==> src/design/lvoc_ram.sv <==
// Generic single-port RAM with registered read
`default_nettype none
module lvoc_ram #(
  parameter int Width = 8,
  parameter int Depth = 16
) (
  input  wire logic                     clk_i,
  input  wire logic                     we_i,
  input  wire logic [$clog2(Depth)-1:0] addr_i,
  input  wire logic [Width-1:0]         wdata_i,
  output logic      [Width-1:0]         rdata_o
);
  logic [Width-1:0] mem_q [Depth];
  always_ff @(posedge clk_i) begin
    if (we_i) mem_q[addr_i] <= wdata_i;
    rdata_o <= mem_q[addr_i];
  end
endmodule
`default_nettype wire

==> config.mk <==
export PLATFORM = sky130hd
export DESIGN_NAME = lvoc_ram
export DESIGN_NICKNAME = d
export VERILOG_FILES = /design/src/design/lvoc_ram.sv
export SDC_FILE = /design/constraint.sdc
export NUM_CORES = 1
export LEC_CHECK = 0
export BUFFER_PORTS_ARGS = -buffer_cell sky130_fd_sc_hd__buf_2
export CORE_UTILIZATION = 39
export DETAILED_ROUTE_END_ITERATION = 8
export SLEW_MARGIN = 15
export SYNTH_ARGS = -nofsm -noshare
export SYNTH_HDL_FRONTEND = slang
export SYNTH_SLANG_ARGS = --single-unit
==> constraint.sdc <==
create_clock -name clk_i -period 1.7 [get_ports clk_i]
set_input_delay 0.17 -clock clk_i [delete_from_list [all_inputs] [get_ports clk_i]]
set_output_delay 0.17 -clock clk_i [all_outputs]
set_load 0.05 [all_outputs]
==> metrics.txt, run 1 <==
RSZ-0062 raised after global routing=no; vias in the first global route=2469; ANT cells=0; final setup TNS=0 ps; status=completed; Clock Tree Root=clkbuf_16; CTS tree=yes; pin count of the biggest net entering global routing=40; max_slew headroom=0.715; core area=0.0126 sq mm; die area=0.0135 sq mm; EDFF count, synth=128; die height=116 um; row cnt=41; Max-Cap Viols=0; Hold Vio Cnt, Final=0; Initial DRC Count=133; register area share after synthesis=0.790; Main synth FF type=edfxtp_1; nets=300; TritonCTS sink count=136; H-Tree Depth=4; post-cts resize count=0; Post-synth top cells=128 x edfxtp_1, 32 x mux4_2, 16 x a22oi_1, 13 x nor2_1, 9 x nand2_1; starting density of the core=0.402; DR vias=2365; Mapped Area=0.00507 sq mm; largest area contributor in the netlist=edfxtp_1; cell with the most instances after synthesis=edfxtp_1; die span in x=116 um; pwr/cell area=1310 mW/mm^2; Num CTS Buffers=17; total grt overflow=0; unique cell type count in the Yosys netlist=18; RD Place Congestion=0.732; worst skew pair latency=410 ps; Final Setup Violations=0; Worst-path clk slew=60 ps; Synth area leaders=edfxtp_1 76%, mux4_2 14%, dfxtp_1 3.2%; Area growth syn-to-layout=22.5%; io pins=22; final WL=9.46 mm; crit end category=register; worst min-delay path category=in -> reg; Post-Synthesis Cells=230; WL/cell=20.1 um; first-pass GRT wire length=14.7 mm; Post-CTS Setup Bufs=0; FF+latch count, synth=136; Syn Area/Cell=22.0 sq um; Detail Route Antenna Nets=0; GR Util All Layers=0.161; initial antenna violation count=0; Max Clk Rate=721 MHz; first-pass iteration count of the detailed router=4; Final Max Tran Viols=0; Crit path required time=1990 ps; pin slew with the least headroom to its limit=428 ps; minimum clock period=1390 ps; share of post-route cells with drive strength above 1=0.378; share of Yosys cell area claimed by the top area cell type=0.759; Lkg Pwr=0.00208 uW; crit path max fanout=1; DRC viols=0; maximum clock insertion buffer count=2; Post-synth ARST share=0; Final HPWL DP=6.07 mm; Mapped Nets=244; Warnings, synthesis=0; CP arrival=1680 ps; Setup CP Type=reg -> reg; fin util=0.492; DR vias/cell=5.02; input/output buffers=21; Final Skew=7.73 ps; period utilization=0.816; Worst setup SP type=register; hold-fix buffers at CTS=0; Max IR drop VDD=0.000712 V
[cell usage in the layout (no fill, tap or decap)]
cell type,n
or3b_2,1
buf_12,3
mux4_2,32
buf_2,21
nor2b_1,2
a22oi_1,16
nor2_1,13
buf_4,24
nand3_1,1
bufinv_16,4
dfxtp_1,8
nor3_1,4
clkinvlp_4,1
clkbuf_16,17
inv_6,6
nand2_1,9
nand3b_1,2
and2_1,1
edfxtp_1,128
nand2b_1,2
clkinv_4,4
[path summary, 6_finish.rpt]
kind / from / to / slack, ps / depth (start not counted)
worst max-delay path: mem_q[0][4] / rdata_o[4] / 310 / 3
worst min-delay path: wdata_i[3] / mem_q[8][3] / 140 / 1
worst max register to register: mem_q[0][4] / rdata_o[4] / 310 / 3
worst min register to register: mem_q[6][1] / rdata_o[1] / 680 / 3
[critical path: stages, from the launching register on]
cell	delay, ps
edfxtp_1	380
mux4_2	460
a22oi_1	330
nand2_1	90
[cell families (layout without fill, tap and decap cells)]
| kind of cell | Yosys count | after routing | share of synthesized area |
|---|---|---|---|
| flip-flops | 136 | 136 | 0.790 |
| multiplexers | 32 | 32 | 0.142 |
| AND/OR/NAND/NOR | 35 | 35 | 0.0321 |
| AO/OA/AOI/OAI | 16 | 16 | 0.0237 |
| buffers and inverters | 11 | 80 | 0.0119 |
[through the flow]
stage	hold WS, ps	std cells	total power (uW)	worst slack, ps	cell area [sq um]
2_1_floorplan	269	230	4110	37.0	5070
3_3_place_gp	560	439	4280	118	5570
3_5_place_dp	573	439	4290	98.5	5570
4_1_cts	124	471	8190	324	6210
5_1_grt	137	471	8360	261	6210
6_report	141	471	8120	313	6210
[final cells by class]
type | count | area (sq um)
repair buffers | 48 | 345
well taps | 172 | 215
clock buffers | 17 | 425
fillers | 1047 | 6410
multi-input cells | 83 | 1000
clock inverters | 15 | 215
flip-flops and latches | 136 | 4000
[sequential cells by signal, summed over array words and instances, names as in the netlist]
signal / flops
rdata_o: 8
mem_q: 128
[per-layer routing]
layer	routed length, um	track usage	vias to the layer above
met3	432	0.0445	9
met5	0	0	-
li1	-	-	1081
met2	4840	0.258	58
met1	4080	0.208	1217
met4	112	0.0667	0
[power breakdown]
part | switching, uW | internal [uW] | leakage (uW)
combinational | 270 | 162 | 0.000550
clock | 1430 | 2490 | 0.000310
sequential | 24.3 | 3750 | 0.00122
No activity file was read; power rests on OpenSTA's default activity.
==> inputs of run 2 (changes only) <==
Settings changed: ABC_AREA from default to 1.
Clock period 1.7 ns to 1.4 ns, I/O delays scaled along.
==> run 2 against run 1 <==
  * Clock skew decreased by 0.65 ps
  * Setup slack got worse by 39 ps
  * Non-clock buffer count down 6
  * Core utilization fell by 1.5 points
  * Synthesized area is 10% higher
  * Wire length increased by 28%
  * First-iteration DRC count rose by 45%
==> metrics.txt, run 2 <==
Detail Route Antenna Nets=0; io pins=22; critical path cell sequence=buf_2; maximum clock insertion buffer count=2; register area share after synthesis=0.716; total grt overflow=0; Max Clk Rate=888 MHz; first-pass GRT wire length=19.7 mm; unique cell type count in the Yosys netlist=11; commonest non-fill, non-tap cell in the layout=nand2_1; multi-input logic area=0.00141 sq mm; RD Place Congestion=0.825; crit end category=output pin; Mapped Area=0.00559 sq mm; Final Max Tran Viols=0; Worst-path clk slew=60 ps; Clock Tree Root=clkbuf_16; post-cts resize count=0; worst min-delay path category=in -> reg; crit path max fanout=1; Max-Cap Viols=0; worst skew pair latency=420 ps; die span in x=122 um; Final Setup Violations=0; vias in the first global route=3760; DRC viols=0; DR vias=3682; Post-synth top cells=346 x nand2_1, 128 x edfxtp_1, 21 x inv_1, 18 x nor2_1, 12 x buf_2; Worst path max stage delay=310 ps; Placement Setup Slack=1.18 ps; Synth area leaders=edfxtp_1 69%, nand2_1 23%, dfxtp_1 2.9%; internal power=7670 uW; CTS tree=yes; die height=122 um; most frequent cells in the layout=346 x nand2_1, 128 x edfxtp_1, 21 x inv_1, 21 x buf_2, 17 x clkbuf_16; clock power share=0.460; WL/cell=15.6 um; Crit path required time=1260 ps; GR Util All Layers=0.187; Mapped Nets=562; delay-heaviest family, CP=flip-flops; Sw Pwr=2050 uW; fill cell count=1277; TritonCTS sink count=136; Most flops, register=mem_q; Num CTS Buffers=17; hold-fix buffers at CTS=0; first-pass iteration count of the detailed router=5; Post-Synthesis Cells=548; final setup margin=274 ps; status=completed; row cnt=43; pin count of the biggest net entering global routing=38; Hold Vio Cnt, Final=0; Final HPWL DP=7.74 mm; Warnings, synthesis=0; H-Tree Depth=4; Main synth FF type=edfxtp_1; RSZ-0062 raised after global routing=no; pwr/cell area=1460 mW/mm^2; CP arrival=990 ps; Switching Fraction=0.211; final WL=12.1 mm; DR vias/cell=4.72; share of Yosys cell area claimed by the top area cell type=0.687; Initial DRC Count=193; Final Skew=7.08 ps; cell with the most instances after synthesis=nand2_1; fin util=0.477; period utilization=0.804; FF+latch count, synth=136; Lkg Pwr=0.00285 uW; Worst setup SP type=register; max_slew headroom=0.711; slowest CP cell=dfxtp_1; logic gate share of total power=0.068; core area=0.0139 sq mm; Setup CP Type=reg -> out; ANT cells=0; minimum clock period=1130 ps; largest registers=mem_q x128, rdata_o x8; Area growth syn-to-layout=18.9%; EDFF count, synth=128; largest area contributor in the netlist=edfxtp_1; worst path bufs/invs=1; pin slew with the least headroom to its limit=434 ps; die area=0.0148 sq mm; share of post-route cells with drive strength above 1=0.125; final setup TNS=0 ps; Post-CTS Setup Bufs=0; Max IR drop VDD=0.000823 V; input/output buffers=21; nets=602; Syn Area/Cell=10.2 sq um; Post-synth ARST share=0; initial antenna violation count=0; Seq. cell area=0.00400 sq mm; max FFs per register=128; sequential share of power=0.471; starting density of the core=0.401
## run 2: changes by cell type in the layout (fill, tap and decap cells not counted), moves of 5 or more
cell / previous run / this run
a22oi_1: 16 / 0
clkinv_1: 0 / 5
nor2_2: 0 / 8
buf_4: 24 / 15
inv_1: 0 / 21
mux4_2: 32 / 0
nand2_1: 9 / 346
inv_6: 6 / 1
## run 2: logic make-up (layout without fill, tap and decap cells)
| kind of cell | after synthesis | count (layout) | synth area share |
|---|---|---|---|
| DFF | 136 | 136 | 0.716 |
| buffers and inverters | 44 | 96 | 0.0362 |
| and+or+nand+nor | 368 | 368 | 0.248 |
## run 2: final timing paths
path / start / endpoint / slack, ps / cells after the start
setup / recovery: rdata_o[0] / rdata_o[0] / 270 / 1
hold / removal: wdata_i[7] / mem_q[0][7] / 150 / 1
setup reg to reg: mem_q[12][6] / rdata_o[6] / 360 / 8
hold reg to reg: mem_q[0][6] / rdata_o[6] / 690 / 8
## run 2: power groups by stage
stage / Combinational, uW / Sequential (uW) / Clock [uW]
finish: 662 / 4580 / 4470
global route: 741 / 4590 / 4710
CTS: 671 / 4580 / 4530
detailed placement: 668 / 4660 / 0
global placement: 662 / 4660 / 0
floorplan: 318 / 4760 / 0
## run 2: cell type report
| type | count | share of cell area |
|---|---|---|
| clock buffers | 20 | 0.0657 |
| clock inverters | 11 | 0.0231 |
| inverters | 23 | 0.0130 |
| multi-input cells | 368 | 0.211 |
| flip-flops and latches | 136 | 0.602 |
| well taps | 180 | 0.0339 |
| repair buffers | 42 | 0.0508 |
## run 2: routing by layer
layer	share of wire	vias to the layer above	wire length, um	track usage
met5	0	-	0	0
met4	0.016	0	197	0.0725
met3	0.061	13	739	0.0543
met2	0.47	111	5760	0.296
met1	0.45	1726	5430	0.243
li1	-	1832	-	-
## run 2: stage by stage
step	total power (uW)	cell area (sq um)	instances	hold WS (ps)
final	9710	6650	780	154
after global routing	10000	6650	780	167
after CTS	9780	6650	780	162
after detailed placement	5330	6060	749	602
after global placement	5320	6060	749	603
after floorplan	5070	5610	548	239
